`src/hw/rtl/gbsp_pkg.sv`:
```
package gbsp_pkg;

   localparam int unsigned DATA_W  = 8;
   localparam int unsigned EVENT_W = 5;
   localparam int unsigned VALUE_W = 24;
   localparam int unsigned INDEX_W = 8;

   // event codes
   typedef enum logic [EVENT_W-1:0] {
      EV_BAD_SIG      = 5'd0,
      EV_VERSION      = 5'd1,
      EV_SCR_WIDTH    = 5'd2,
      EV_SCR_HEIGHT   = 5'd3,
      EV_SCR_FLAGS    = 5'd4,
      EV_BG_INDEX     = 5'd5,
      EV_ASPECT       = 5'd6,
      EV_GLOBAL_COLOR = 5'd7,
      EV_IMG_LEFT     = 5'd8,
      EV_IMG_TOP      = 5'd9,
      EV_IMG_WIDTH    = 5'd10,
      EV_IMG_HEIGHT   = 5'd11,
      EV_IMG_FLAGS    = 5'd12,
      EV_LOCAL_COLOR  = 5'd13,
      EV_LZW_SIZE     = 5'd14,
      EV_IMG_DATA     = 5'd15,
      EV_CHAIN_END    = 5'd16,
      EV_GCE_FLAGS    = 5'd17,
      EV_GCE_DELAY    = 5'd18,
      EV_TRANSP_INDEX = 5'd19,
      EV_GCE_TERM     = 5'd20,
      EV_COMMENT_BYTE = 5'd21,
      EV_APP_ID_BYTE  = 5'd22,
      EV_APP_DATA     = 5'd23,
      EV_TRAILER      = 5'd24,
      EV_UNKNOWN_SEP  = 5'd25,
      EV_UNKNOWN_EXT  = 5'd26,
      EV_PLAIN_TEXT   = 5'd27
   } event_type;

   // payload kinds of a sub-block chain
   localparam logic [1:0] KIND_IMAGE   = 2'd0;
   localparam logic [1:0] KIND_COMMENT = 2'd1;
   localparam logic [1:0] KIND_APP     = 2'd2;

   localparam logic [DATA_W-1:0] SIG_G = 8'h47;
   localparam logic [DATA_W-1:0] SIG_I = 8'h49;
   localparam logic [DATA_W-1:0] SIG_F = 8'h46;

   localparam logic [DATA_W-1:0] SEP_IMAGE     = 8'h2C;
   localparam logic [DATA_W-1:0] SEP_EXTENSION = 8'h21;
   localparam logic [DATA_W-1:0] SEP_TRAILER   = 8'h3B;

   localparam logic [DATA_W-1:0] LBL_GCE     = 8'hF9;
   localparam logic [DATA_W-1:0] LBL_COMMENT = 8'hFE;
   localparam logic [DATA_W-1:0] LBL_PLAIN   = 8'h01;
   localparam logic [DATA_W-1:0] LBL_APP     = 8'hFF;

   localparam logic [DATA_W-1:0] GCE_SIZE    = 8'd4;
   localparam logic [DATA_W-1:0] APP_ID_SIZE = 8'd11;

   typedef struct packed {
      event_type            event_res;
      logic [VALUE_W-1:0]   value;
      logic [INDEX_W-1:0]   index;
      logic                 warn;
      logic                 stopped;
   } result_type;

endpackage

```
`src/hw/rtl/gbsp_ifs.sv`:
```
interface gbsp_req_if import gbsp_pkg::*; ();
   logic              valid;
   logic              ready;
   logic [DATA_W-1:0] data_byte;

   modport source (output valid, output data_byte, input ready);
   modport sink   (input valid, input data_byte, output ready);
endinterface

interface gbsp_rsp_if import gbsp_pkg::*; ();
   logic               valid;
   logic               ready;
   event_type          event_res;
   logic [VALUE_W-1:0] value;
   logic [INDEX_W-1:0] index;
   logic               warn;
   logic               stopped;

   modport source (output valid, output event_res, output value, output index,
                   output warn, output stopped, input ready);
   modport sink   (input valid, input event_res, input value, input index,
                   input warn, input stopped, output ready);
endinterface

```
`src/hw/rtl/gif_block_structure_parser_top.sv`:
```
// Channel   Port      Dir  Payload
// --------  --------  ---  ----------------------------------------------
// request   req_chan  in   data_byte[7:0]
// response  rsp_chan  out  event_res[4:0] value[23:0] index[7:0] warn stopped
//
// One byte per cycle sustained while responses are taken; a byte that yields a
// response passes the input register, then the response register, before it
// is valid on rsp_chan.
// The per-byte parse step is combinational logic on the walker state.
// Synchronous reset returns the walker to the signature check.
// A stalled response holds the pipe; the input register still takes one
// byte, which then waits there until the response is taken.
module gif_block_structure_parser_top
   import gbsp_pkg::*;
(
   input  logic       clock,
   input  logic       reset,
   gbsp_req_if.sink   req_chan,
   gbsp_rsp_if.source rsp_chan
);

   logic              in_valid_ff;
   logic [DATA_W-1:0] in_byte_ff;
   logic              out_valid_ff;
   result_type        out_ff;
   logic              advance;
   logic              emit;
   result_type        result;

   assign advance        = in_valid_ff && (!out_valid_ff || rsp_chan.ready);
   assign req_chan.ready = !in_valid_ff || advance;

   gbsp_core u_core (
      .clock     (clock),
      .reset     (reset),
      .step      (advance),
      .data_byte (in_byte_ff),
      .emit      (emit),
      .result    (result)
   );

   always_ff @(posedge clock) begin
      if (reset) begin
         in_valid_ff  <= 1'b0;
         out_valid_ff <= 1'b0;
      end else begin
         if (req_chan.ready) begin
            in_valid_ff <= req_chan.valid;
         end
         if (advance) begin
            out_valid_ff <= emit;
         end else if (rsp_chan.ready) begin
            out_valid_ff <= 1'b0;
         end
      end
   end

   always_ff @(posedge clock) begin
      if (req_chan.ready && req_chan.valid) begin
         in_byte_ff <= req_chan.data_byte;
      end
      if (advance && emit) begin
         out_ff <= result;
      end
   end

   assign rsp_chan.valid     = out_valid_ff;
   assign rsp_chan.event_res = out_ff.event_res;
   assign rsp_chan.value     = out_ff.value;
   assign rsp_chan.index     = out_ff.index;
   assign rsp_chan.warn      = out_ff.warn;
   assign rsp_chan.stopped   = out_ff.stopped;

endmodule

```
`src/hw/rtl/gbsp_core.sv`:
```
module gbsp_core
   import gbsp_pkg::*;
(
   input  logic              clock,
   input  logic              reset,
   input  logic              step,
   input  logic [DATA_W-1:0] data_byte,
   output logic              emit,
   output result_type        result
);

   typedef enum logic [3:0] {
      PH_HDR, PH_SCR, PH_GPAL, PH_SEP, PH_IMG, PH_LPAL, PH_LZW,
      PH_SUBLEN, PH_SUBDATA, PH_LABEL, PH_GCE, PH_APPSIZE, PH_APPID
   } phase_type;

   phase_type    phase_ff, phase_in;
   logic [7:0]   pos_ff, pos_in;
   logic [23:0]  asm_ff, asm_in;
   logic [8:0]   pal_left_ff, pal_left_in;
   logic [7:0]   pal_num_ff, pal_num_in;
   logic [7:0]   sub_left_ff, sub_left_in;
   logic [1:0]   kind_ff, kind_in;
   logic [7:0]   flags_ff, flags_in;
   logic         halted_ff, halted_in;

   always_comb begin
      logic [7:0]  b;
      logic [7:0]  pos_inc;
      logic [23:0] asm_shift;
      logic [23:0] asm_hi;
      logic [7:0]  sig_byte;
      logic [7:0]  hdr_flags;
      logic [8:0]  left_dec;
      logic [7:0]  sub_dec;

      b         = data_byte;
      pos_inc   = pos_ff + 8'd1;
      asm_shift = {asm_ff[15:0], b};
      asm_hi    = asm_ff | {8'd0, b, 8'd0};
      left_dec  = pal_left_ff - 9'd1;
      sub_dec   = sub_left_ff - 8'd1;
      sig_byte  = (pos_ff == 8'd0) ? SIG_G : ((pos_ff == 8'd1) ? SIG_I : SIG_F);
      hdr_flags = (pos_ff == 8'd0) ? 8'd0 : flags_ff;
      if (pos_ff < 8'd3 && b != sig_byte) begin
         hdr_flags[0] = 1'b1;
      end

      phase_in    = phase_ff;
      pos_in      = pos_ff;
      asm_in      = asm_ff;
      pal_left_in = pal_left_ff;
      pal_num_in  = pal_num_ff;
      sub_left_in = sub_left_ff;
      kind_in     = kind_ff;
      flags_in    = flags_ff;
      halted_in   = halted_ff;

      emit             = 1'b0;
      result.event_res = EV_BAD_SIG;
      result.value     = {16'd0, b};
      result.index     = '0;
      result.warn      = 1'b0;
      result.stopped   = 1'b0;

      if (!halted_ff) begin
         unique case (phase_ff)
            PH_HDR: begin
               asm_in   = asm_shift;
               flags_in = hdr_flags;
               if (pos_inc < 8'd6) begin
                  pos_in = pos_inc;
               end else begin
                  pos_in       = '0;
                  emit         = 1'b1;
                  result.value = asm_shift;
                  if (hdr_flags[0]) begin
                     result.event_res = EV_BAD_SIG;
                     result.stopped   = 1'b1;
                  end else begin
                     result.event_res = EV_VERSION;
                     flags_in         = '0;
                     phase_in         = PH_SCR;
                  end
               end
            end
            PH_SCR: begin
               pos_in = pos_inc;
               case (pos_ff)
                  8'd0, 8'd2: asm_in = {16'd0, b};
                  8'd1, 8'd3: begin
                     emit             = 1'b1;
                     result.event_res = (pos_ff == 8'd1) ? EV_SCR_WIDTH : EV_SCR_HEIGHT;
                     result.value     = asm_hi;
                  end
                  8'd4: begin
                     flags_in         = b;
                     emit             = 1'b1;
                     result.event_res = EV_SCR_FLAGS;
                  end
                  8'd5: begin
                     emit             = 1'b1;
                     result.event_res = EV_BG_INDEX;
                  end
                  default: begin
                     pos_in           = '0;
                     emit             = 1'b1;
                     result.event_res = EV_ASPECT;
                     if (flags_ff[7]) begin
                        pal_left_in = 9'd2 << flags_ff[2:0];
                        pal_num_in  = '0;
                        phase_in    = PH_GPAL;
                     end else begin
                        phase_in = PH_SEP;
                     end
                  end
               endcase
            end
            PH_GPAL, PH_LPAL: begin
               asm_in = asm_shift;
               if (pos_inc < 8'd3) begin
                  pos_in = pos_inc;
               end else begin
                  pos_in           = '0;
                  pal_num_in       = pal_num_ff + 8'd1;
                  pal_left_in      = left_dec;
                  emit             = 1'b1;
                  result.value     = asm_shift;
                  result.index     = pal_num_ff;
                  result.event_res = (phase_ff == PH_GPAL) ? EV_GLOBAL_COLOR
                                                           : EV_LOCAL_COLOR;
                  if (left_dec == 9'd0) begin
                     phase_in = (phase_ff == PH_GPAL) ? PH_SEP : PH_LZW;
                  end
               end
            end
            PH_SEP: begin
               pos_in = '0;
               if (b == SEP_IMAGE) begin
                  phase_in = PH_IMG;
               end else if (b == SEP_EXTENSION) begin
                  phase_in = PH_LABEL;
               end else begin
                  emit             = 1'b1;
                  result.stopped   = 1'b1;
                  result.event_res = (b == SEP_TRAILER) ? EV_TRAILER : EV_UNKNOWN_SEP;
               end
            end
            PH_IMG: begin
               pos_in = pos_inc;
               if (pos_ff < 8'd8) begin
                  if (!pos_ff[0]) begin
                     asm_in = {16'd0, b};
                  end else begin
                     emit             = 1'b1;
                     result.value     = asm_hi;
                     result.event_res = event_type'(EV_IMG_LEFT + {3'd0, pos_ff[2:1]});
                  end
               end else begin
                  pos_in           = '0;
                  flags_in         = b;
                  emit             = 1'b1;
                  result.event_res = EV_IMG_FLAGS;
                  if (b[7]) begin
                     pal_left_in = 9'd2 << b[2:0];
                     pal_num_in  = '0;
                     phase_in    = PH_LPAL;
                  end else begin
                     phase_in = PH_LZW;
                  end
               end
            end
            PH_LZW: begin
               kind_in          = KIND_IMAGE;
               phase_in         = PH_SUBLEN;
               pos_in           = '0;
               emit             = 1'b1;
               result.event_res = EV_LZW_SIZE;
            end
            PH_SUBLEN: begin
               if (b == 8'd0) begin
                  phase_in         = PH_SEP;
                  emit             = 1'b1;
                  result.event_res = EV_CHAIN_END;
                  result.value     = {22'd0, kind_ff};
               end else begin
                  sub_left_in = b;
                  pos_in      = '0;
                  phase_in    = PH_SUBDATA;
               end
            end
            PH_SUBDATA: begin
               pos_in      = pos_inc;
               sub_left_in = sub_dec;
               if (sub_dec == 8'd0) begin
                  phase_in = PH_SUBLEN;
                  pos_in   = '0;
               end
               emit         = 1'b1;
               result.index = pos_ff;
               case (kind_ff)
                  KIND_IMAGE:   result.event_res = EV_IMG_DATA;
                  KIND_COMMENT: result.event_res = EV_COMMENT_BYTE;
                  default:      result.event_res = EV_APP_DATA;
               endcase
            end
            PH_LABEL: begin
               pos_in = '0;
               if (b == LBL_GCE) begin
                  phase_in = PH_GCE;
               end else if (b == LBL_COMMENT) begin
                  kind_in  = KIND_COMMENT;
                  phase_in = PH_SUBLEN;
               end else if (b == LBL_APP) begin
                  phase_in = PH_APPSIZE;
               end else begin
                  emit             = 1'b1;
                  result.stopped   = 1'b1;
                  result.event_res = (b == LBL_PLAIN) ? EV_PLAIN_TEXT : EV_UNKNOWN_EXT;
               end
            end
            PH_GCE: begin
               pos_in = pos_inc;
               case (pos_ff)
                  8'd0: flags_in = {7'd0, b != GCE_SIZE};
                  8'd1: begin
                     emit             = 1'b1;
                     result.event_res = EV_GCE_FLAGS;
                     result.warn      = flags_ff[0];
                  end
                  8'd2: asm_in = {16'd0, b};
                  8'd3: begin
                     emit             = 1'b1;
                     result.event_res = EV_GCE_DELAY;
                     result.value     = asm_hi;
                  end
                  8'd4: begin
                     emit             = 1'b1;
                     result.event_res = EV_TRANSP_INDEX;
                  end
                  default: begin
                     pos_in           = '0;
                     phase_in         = PH_SEP;
                     emit             = 1'b1;
                     result.event_res = EV_GCE_TERM;
                     result.warn      = (b != 8'd0);
                  end
               endcase
            end
            PH_APPSIZE: begin
               flags_in = {7'd0, b != APP_ID_SIZE};
               pos_in   = '0;
               phase_in = PH_APPID;
            end
            PH_APPID: begin
               pos_in = pos_inc;
               if (pos_inc >= APP_ID_SIZE) begin
                  kind_in  = KIND_APP;
                  phase_in = PH_SUBLEN;
                  pos_in   = '0;
               end
               emit             = 1'b1;
               result.event_res = EV_APP_ID_BYTE;
               result.index     = pos_ff;
               result.warn      = flags_ff[0];
            end
            default: halted_in = 1'b1;
         endcase
         if (emit && result.stopped) begin
            halted_in = 1'b1;
         end
      end
   end

   always_ff @(posedge clock) begin
      if (reset) begin
         phase_ff    <= PH_HDR;
         pos_ff      <= '0;
         asm_ff      <= '0;
         pal_left_ff <= '0;
         pal_num_ff  <= '0;
         sub_left_ff <= '0;
         kind_ff     <= '0;
         flags_ff    <= '0;
         halted_ff   <= 1'b0;
      end else if (step) begin
         phase_ff    <= phase_in;
         pos_ff      <= pos_in;
         asm_ff      <= asm_in;
         pal_left_ff <= pal_left_in;
         pal_num_ff  <= pal_num_in;
         sub_left_ff <= sub_left_in;
         kind_ff     <= kind_in;
         flags_ff    <= flags_in;
         halted_ff   <= halted_in;
      end
   end

endmodule

```
`src/flat_wrapper.sv`:
```
// flat-port wrapper written by rule: the top's interface ports become plain ports
module gif_block_structure_parser_top_flat import gbsp_pkg::*;
  (clock, reset, req_chan_valid, req_chan_data_byte, req_chan_ready, rsp_chan_valid, rsp_chan_event_res, rsp_chan_value, rsp_chan_index, rsp_chan_warn, rsp_chan_stopped, rsp_chan_ready);
  gbsp_req_if req_chan_i ();
  gbsp_rsp_if rsp_chan_i ();
  input  logic clock;
  input  logic reset;
  input wire logic [$bits(req_chan_i.valid)-1:0] req_chan_valid;
  input wire logic [$bits(req_chan_i.data_byte)-1:0] req_chan_data_byte;
  output wire logic [$bits(req_chan_i.ready)-1:0] req_chan_ready;
  output wire logic [$bits(rsp_chan_i.valid)-1:0] rsp_chan_valid;
  output wire logic [$bits(rsp_chan_i.event_res)-1:0] rsp_chan_event_res;
  output wire logic [$bits(rsp_chan_i.value)-1:0] rsp_chan_value;
  output wire logic [$bits(rsp_chan_i.index)-1:0] rsp_chan_index;
  output wire logic [$bits(rsp_chan_i.warn)-1:0] rsp_chan_warn;
  output wire logic [$bits(rsp_chan_i.stopped)-1:0] rsp_chan_stopped;
  input wire logic [$bits(rsp_chan_i.ready)-1:0] rsp_chan_ready;
  assign req_chan_i.valid = req_chan_valid;
  assign req_chan_i.data_byte = req_chan_data_byte;
  assign req_chan_ready = req_chan_i.ready;
  assign rsp_chan_valid = rsp_chan_i.valid;
  assign rsp_chan_event_res = rsp_chan_i.event_res;
  assign rsp_chan_value = rsp_chan_i.value;
  assign rsp_chan_index = rsp_chan_i.index;
  assign rsp_chan_warn = rsp_chan_i.warn;
  assign rsp_chan_stopped = rsp_chan_i.stopped;
  assign rsp_chan_i.ready = rsp_chan_ready;
  gif_block_structure_parser_top u_core (.clock(clock), .reset(reset), .req_chan(req_chan_i), .rsp_chan(rsp_chan_i));
endmodule
```
`config.mk`:
```
export PLATFORM = sky130hd
export DESIGN_NAME = gif_block_structure_parser_top_flat
export DESIGN_NICKNAME = d
export VERILOG_FILES = /design/src/hw/rtl/gbsp_pkg.sv /design/src/hw/rtl/gbsp_ifs.sv /design/src/hw/rtl/gif_block_structure_parser_top.sv /design/src/hw/rtl/gbsp_core.sv /design/src/flat_wrapper.sv
export SDC_FILE = /design/constraint.sdc
export NUM_CORES = 1
export LEC_CHECK = 0
export ABC_AREA = 1
export BUFFER_PORTS_ARGS = -buffer_cell sky130_fd_sc_hd__buf_2
export CAP_MARGIN = 20
export CORE_MARGIN = 4
export CORE_UTILIZATION = 35
export DETAILED_ROUTE_END_ITERATION = 16
export PLACE_DENSITY = 0.61
export RECOVER_POWER = 25
export SLEW_MARGIN = 30
export SYNTH_ARGS = -nofsm -noshare
export SYNTH_HDL_FRONTEND = slang
export SYNTH_SLANG_ARGS = --single-unit
```
`constraint.sdc`:
```
create_clock -name clock -period 5.28 [get_ports clock]
set_clock_uncertainty 0.05 [all_clocks]
set_input_delay 0.528 -clock clock [delete_from_list [all_inputs] [get_ports clock]]
set_output_delay 0.528 -clock clock [all_outputs]
set_load 0.01 [all_outputs]
```
# After elaboration in Yosys (flattened, before gate mapping)
# Cells that the tools add are included.
word_totals:
  ff_bits: 121
  latchBits: 0
  mem_bits_rw: 0
  romBits: 0
  input_bits: 12
  wordCells: 236
  memories: 0
op_classes:
  n_addsub: 5
  multipliers: 0
  n_div: 0
  n_lt_le_gt_ge: 5
  n_eq_ne: 50
  shifts: 2
  mux: 111
  bitwise: 2
  reduce_logical: 43
op_table:
  columns: ["cell", "count"]
  rows:
  - ["24-bit two-way mux", 7]
  - ["8-bit two-way mux", 20]
  - ["24-bit one-hot mux with 6 select lines", 1]
  - ["24-bit one-hot mux with 4 select lines", 1]
  - ["29-bit two-way mux", 3]
  - ["4-bit two-way mux", 18]
  - ["8-bit one-hot mux with 9 select lines", 1]
  - ["5-bit one-hot mux with 11 select lines", 1]
  - ["4-bit one-hot mux with 12 select lines", 1]
  - ["9-bit two-way mux", 5]
  - ["8-bit one-hot mux with 5 select lines", 1]
  - ["36-bit two-way mux", 1]
  - ["2-bit != test, second input constant", 17]
  - ["8-bit one-hot mux with 2 select lines", 2]
  - ["5-bit two-way mux", 6]
  - ["1-bit two-way mux", 27]
  - ["9-bit one-hot mux with 3 select lines", 1]
  - ["8-bit by 6-bit == test with 1-bit output, second input constant", 3]
  - ["8-bit == test, second input constant", 3]
  - ["8-bit zero test", 3]
  - ["24-bit by 16-bit bitwise OR with 24-bit output", 1]
  - ["8-bit one-hot mux with 3 select lines", 1]
  - ["4-bit == test, second input constant", 5]
  - ["5-bit one-hot mux with 4 select lines", 1]
  - ["other kinds (56)", 88]

# Longest topological paths before layout
logic_depth:
  word_depth: 13
  mapped_depth: 17
  mapped_depth_nobuf: 17

# Cells and area by module
# A second synthesis with hierarchy kept.
unflattened:
  hier_cells: 907
  hier_area_um2: 6734.0
by_module_without_submodules:
  columns: ["mod", "n_inst", "cells_per_inst", "area_per_inst_um2"]
  rows:
  - ["gbsp_core", 1, 842, 5217.5]
  - ["gif_block_structure_parser_top", 1, 65, 1516.5]

# Least setup slack after synthesis
# Ideal clock, no wire load.
synth_timing:
  path_kind: "reg-to-reg"
  startpoint: "reg u_core.u_core.pos_ff[1]"
  endpoint: "reg u_core.out_ff (netlist bit u_core.rsp_chan.event_res[0]), enable pin"
  arrival_time_ns: 2.363
  required_ns: 4.837
  slack_ns: 2.474
  stages_incl_launch_ff: 12
  n_path_buf: 0
  period_less_slack_ns: 2.806
  path_cell_list: "dfxtp_1 > ha_1 > nand3_1 > xor2_1 > nor2_1 > nand3_1 > nand2_1 > nand2_2 > nor2_1 > nand2_1 > nand2_1 > inv_1"
synth_via:
  elab_chain_len: 7
synth_rtl:
  columns: ["item", "line_no", "text"]
  rows:
  - ["start, declared", "gbsp_core.sv:18", "logic [7:0] pos_ff, pos_in;"]
  - ["start signal, assigned", "gbsp_core.sv:288", "pos_ff <= pos_in;"]
  - ["8-bit by 1-bit adder with 8-bit output, or another cell as far along", "gbsp_core.sv:38", "pos_inc = pos_ff + 8'd1;"]
  - ["8-bit by 2-bit less-than comparator with 1-bit output, or another cell as far along", "gbsp_core.sv:121", "if (pos_inc < 8'd3) begin"]
  - ["1-bit two-way mux (on tied branches)", null, null]
  - ["1-bit one-hot mux with 8 select lines *", "gbsp_core.sv:67", "unique case (phase_ff)"]
  - ["1-bit two-way mux * (2 in series)", "gbsp_core.sv:66", "if (!halted_ff) begin"]
  - ["1-bit logical AND *", "gif_block_structure_parser_top.sv:62", "if (advance && emit) begin"]
  - ["end signal, assigned", "gif_block_structure_parser_top.sv:63", "out_ff <= result;"]
  - ["end, declared", "gif_block_structure_parser_top.sv:25", "result_type out_ff;"]
# Mark *: on every way between the ends. The rest lies on a longest branch, timed or not. The select of a mux whose other input is x is not followed.
# A chain may end at the register's enable or synchronous reset.

# Worst setup path in the final report
layout_timing:
  startpoint: "reg u_core.u_core.pos_ff[1]"
  endpoint: "reg u_core.out_ff (netlist bit u_core.rsp_chan.event_res[2]), enable pin"
# Same word-level chain as after synthesis.

==> impl_metrics.toml <==
[logic_synthesis]
synthTopCellsByArea = "edfxtp_1 21%, dfxtp_1 21%, nand2_1 11%, nor2_1 6.4%, a21oi_1 6.2%"
yosys_warnings = 0
synth_seq_area_share_pct = 42.30
synthTopCellsByCount = "201 x nand2_1, 113 x nor2_1, 82 x a21oi_1"
yosysTopAreaCellShare_pct = 21.23
synth_top_area_cell = "edfxtp_1"
syn-num-nets = 929
yosysUniqueCellTypes = 49
syn_inst = 907
avgSynthCellArea_um2 = 7.331
synth_seq_cells = 117
synth_most_common_cell = "nand2_1"
netlist_area_mm2 = 0.006649
synth-edff-count = 47
synthArstFlopShare_pct = 0
synth_ff_type = "dfxtp_1"

[finish]
syn_to_final_growth_pct = 15.05
nFillCells = 1938
final_area_mm2 = 0.007650
n_antenna_cell = 0
layout-drive-gt1-share_pct = 10.54
layout.nets = 977

[timing]
max_freq_ghz = 0.3349
worst_pin_slew_ns = 2.270
final_max_slew_viol_count = 44
setup_viol = 0
finalSetupTns_ns = 0
rsz0062_at_grt = "false"
period_minus_slack_ns = 2.986
finalHoldViolCount = 0
slew_headroom_pct = -51.33
post-route-period-util_pct = 56.56

[global_routing]
grt_max_degree = 44
grt.overflow.total = 0
antenna_found_initial = 1
grt_pass1_vias = 5772
grt_use_total_pct = 17.88
grt_pass1_wl_um = 30790

[run_status]
violations = "max-capacitance violations, max-slew violations"
status = "complete, but fails checks"

[power]
power_mw = 2.272
switching_share_pct = 25.39
p_per_area_mw_per_mm2 = 297.0
p_int_mw = 1.695
comb_power_share_pct = 4.3
seqPwrFrac_pct = 42.8
net-switching-power_mw = 0.5769
clkPwrFrac_pct = 52.9
leakage_nw = 2.975
ir_drop_v = 0.0001283

[clock_network]
post_cts_resized = 0
htree_levels = 4
cts_tree = "built"
post_cts_buffers = 0
clkLatencyLatePin_ns = 0.43
clk_pin_slew_worst_paths_ns = 0.06
cts_made_buffers = 17
cts_root_buffer = "clkbuf_16"
cts_sinks = 117
clock_path_buffers = 2
hold_buffers = 0

[critical_path]
start_kind = "register"
path_class = "reg -> reg"
cpPeakStageDelay_ns = 0.48
crit_start = "u_core.u_core.pos_ff[1]"
r2r_start = "u_core.u_core.pos_ff[1]"
critPathArrivalTime_ns = 3.00
end_kind = "register"
path_cells = "ha_1 > nand3_1 > xor2_1 > nor2_1 > nand3_1 > nand2_2 > nand2_2 > nor2_1 > nand2_1 > nand2_1 > inv_1 > buf_4"
path_max_fanout = 39
critPathSlowestCell = "dfxtp_1"
required_ns = 5.29

[placement]
place.gp.congestion = 0.9842
dp_hpwl_um = 13780
numPortBuffers = 52
place_area_mm2 = 0.007084

[die]
core_area_mm2 = 0.01871
io_pins = 53
fp-row-count = 50
die_w_um = 145.8
start_util_pct = 35.55
die_h_um = 145.8
die-area_mm2 = 0.02127

[routing]
vias = 6353
routed_wl_um = 19080
firstDrtPassIters = 6
drt_iter0_drc = 737
drt-vias-per-instance = 5.285
route.detailed.drc = 0
ant_nets = 0
wire_per_inst_um = 15.88

[min_path]
hp-class = "in -> reg"
holdCritStartpoint = "req_chan_data_byte[2]"

[run]
drv_cap = 1
==> final timing paths <==
path	to	slack [ns]	cells after the start
setup / recovery	u_core.rsp_chan.event_res[2]	2.29	12
hold / removal	u_core.in_byte_ff[2]	0.22	1
setup reg to reg	u_core.rsp_chan.event_res[2]	2.29	12
hold reg to reg	u_core.u_core.flags_ff[1]	0.41	2
==> power groups by stage <==
stage               sequential, mW  clock, mW  combinational, mW
finish                       0.972       1.20             0.0980
global route                 0.974       1.26              0.109
CTS                          0.971       1.22             0.0965
detailed placement           0.991          0             0.0960
global placement             0.991          0             0.0958
floorplan                    0.980          0             0.0716
==> through the flow <==
step                      instances  hold WS (ns)  utilization [%]  setup slack (ns)
after detailed placement       1170        0.3995            37.87             2.325
after global routing           1202        0.2160            40.90             2.003
final                          1202        0.2215            40.90             2.294
after floorplan                 907        0.3847                -             2.474
after global placement         1170        0.3998            37.87             2.441
after CTS                      1202        0.2122            41.12             2.317
==> worst max-delay path: cells and delay by family (launching register included) <==
family / cells / cell delay (ns)
simple gates: 8 / 1.06
flops: 1 / 0.48
buf+inv: 2 / 0.50
fa+ha+maj: 1 / 0.29
xor+xnor: 1 / 0.21
==> metal layers <==
layer | part of all wire (%) | GRT usage (%)
met1 | 47 | 25.15
met5 | 0.037 | 0
met3 | 6.9 | 3.831
met4 | 2.8 | 7.787
met2 | 43 | 26.47
==> state kept, by name, indices dropped and copies added (netlist names), 2 cells and up <==
name                       cells
u_core.in_byte_ff              8
u_core.rsp_chan.event_res      5
u_core.rsp_chan.index          8
u_core.rsp_chan.value         24
u_core.u_core.asm_ff          24
u_core.u_core.flags_ff         4
u_core.u_core.kind_ff          2
u_core.u_core.pal_left_ff      9
u_core.u_core.pal_num_ff       8
u_core.u_core.phase_ff         4
u_core.u_core.pos_ff           8
u_core.u_core.sub_left_ff      8
==> cell families after synthesis <==
logic type,Yosys count,synth area share (%)
and+or+nand+nor,457,30.58
AOI/OAI and AO/OA,187,15.92
buffers and inverters,124,7.734
DFF,117,42.30
xor gates and xnor gates,12,1.581
adders and majority gates,10,1.882
==> cells in the final DEF (no fill, tap or decap), drive strengths merged <==
| master | n |
|---|---|
| nor3b | 1 |
| dfxtp | 70 |
| o22ai | 5 |
| a31oi | 6 |
| nand3b | 1 |
| o211ai | 3 |
| a311oi | 1 |
| clkbuf | 52 |
| nor2 | 131 |
| xor2 | 8 |
| nor4 | 4 |
| bufinv | 2 |
| o21ai | 60 |
| nand4 | 12 |
| ha | 10 |
| a211oi | 7 |
| and3 | 1 |
| clkinvlp | 1 |
| o31ai | 1 |
| inv | 105 |
| a22oi | 14 |
| nand2 | 210 |
| a221oi | 2 |
| a21oi | 82 |
| nor3 | 11 |
| o2111a | 1 |
| nand3 | 84 |
| o21bai | 1 |
| o21a | 1 |
| or2 | 2 |
| clkinv | 5 |
| o211a | 1 |
| xnor2 | 4 |
| edfxtp | 47 |
| a41oi | 2 |
| buf | 20 |
==> area by class of cell <==
cell class                      count  area (µm²)  area share (%)
Multi-Input combinational cell    666        3322           43.42
Sequential cell                   117        2814           36.78
Inverter                           98       374.1           4.890
Timing Repair Buffer               55       239.0           3.124
Clock inverter                     15       182.7           2.388
Clock buffer                       17       425.4           5.561
Tap cell                          234       292.8           3.827
(Power assumes the default switching activity.)
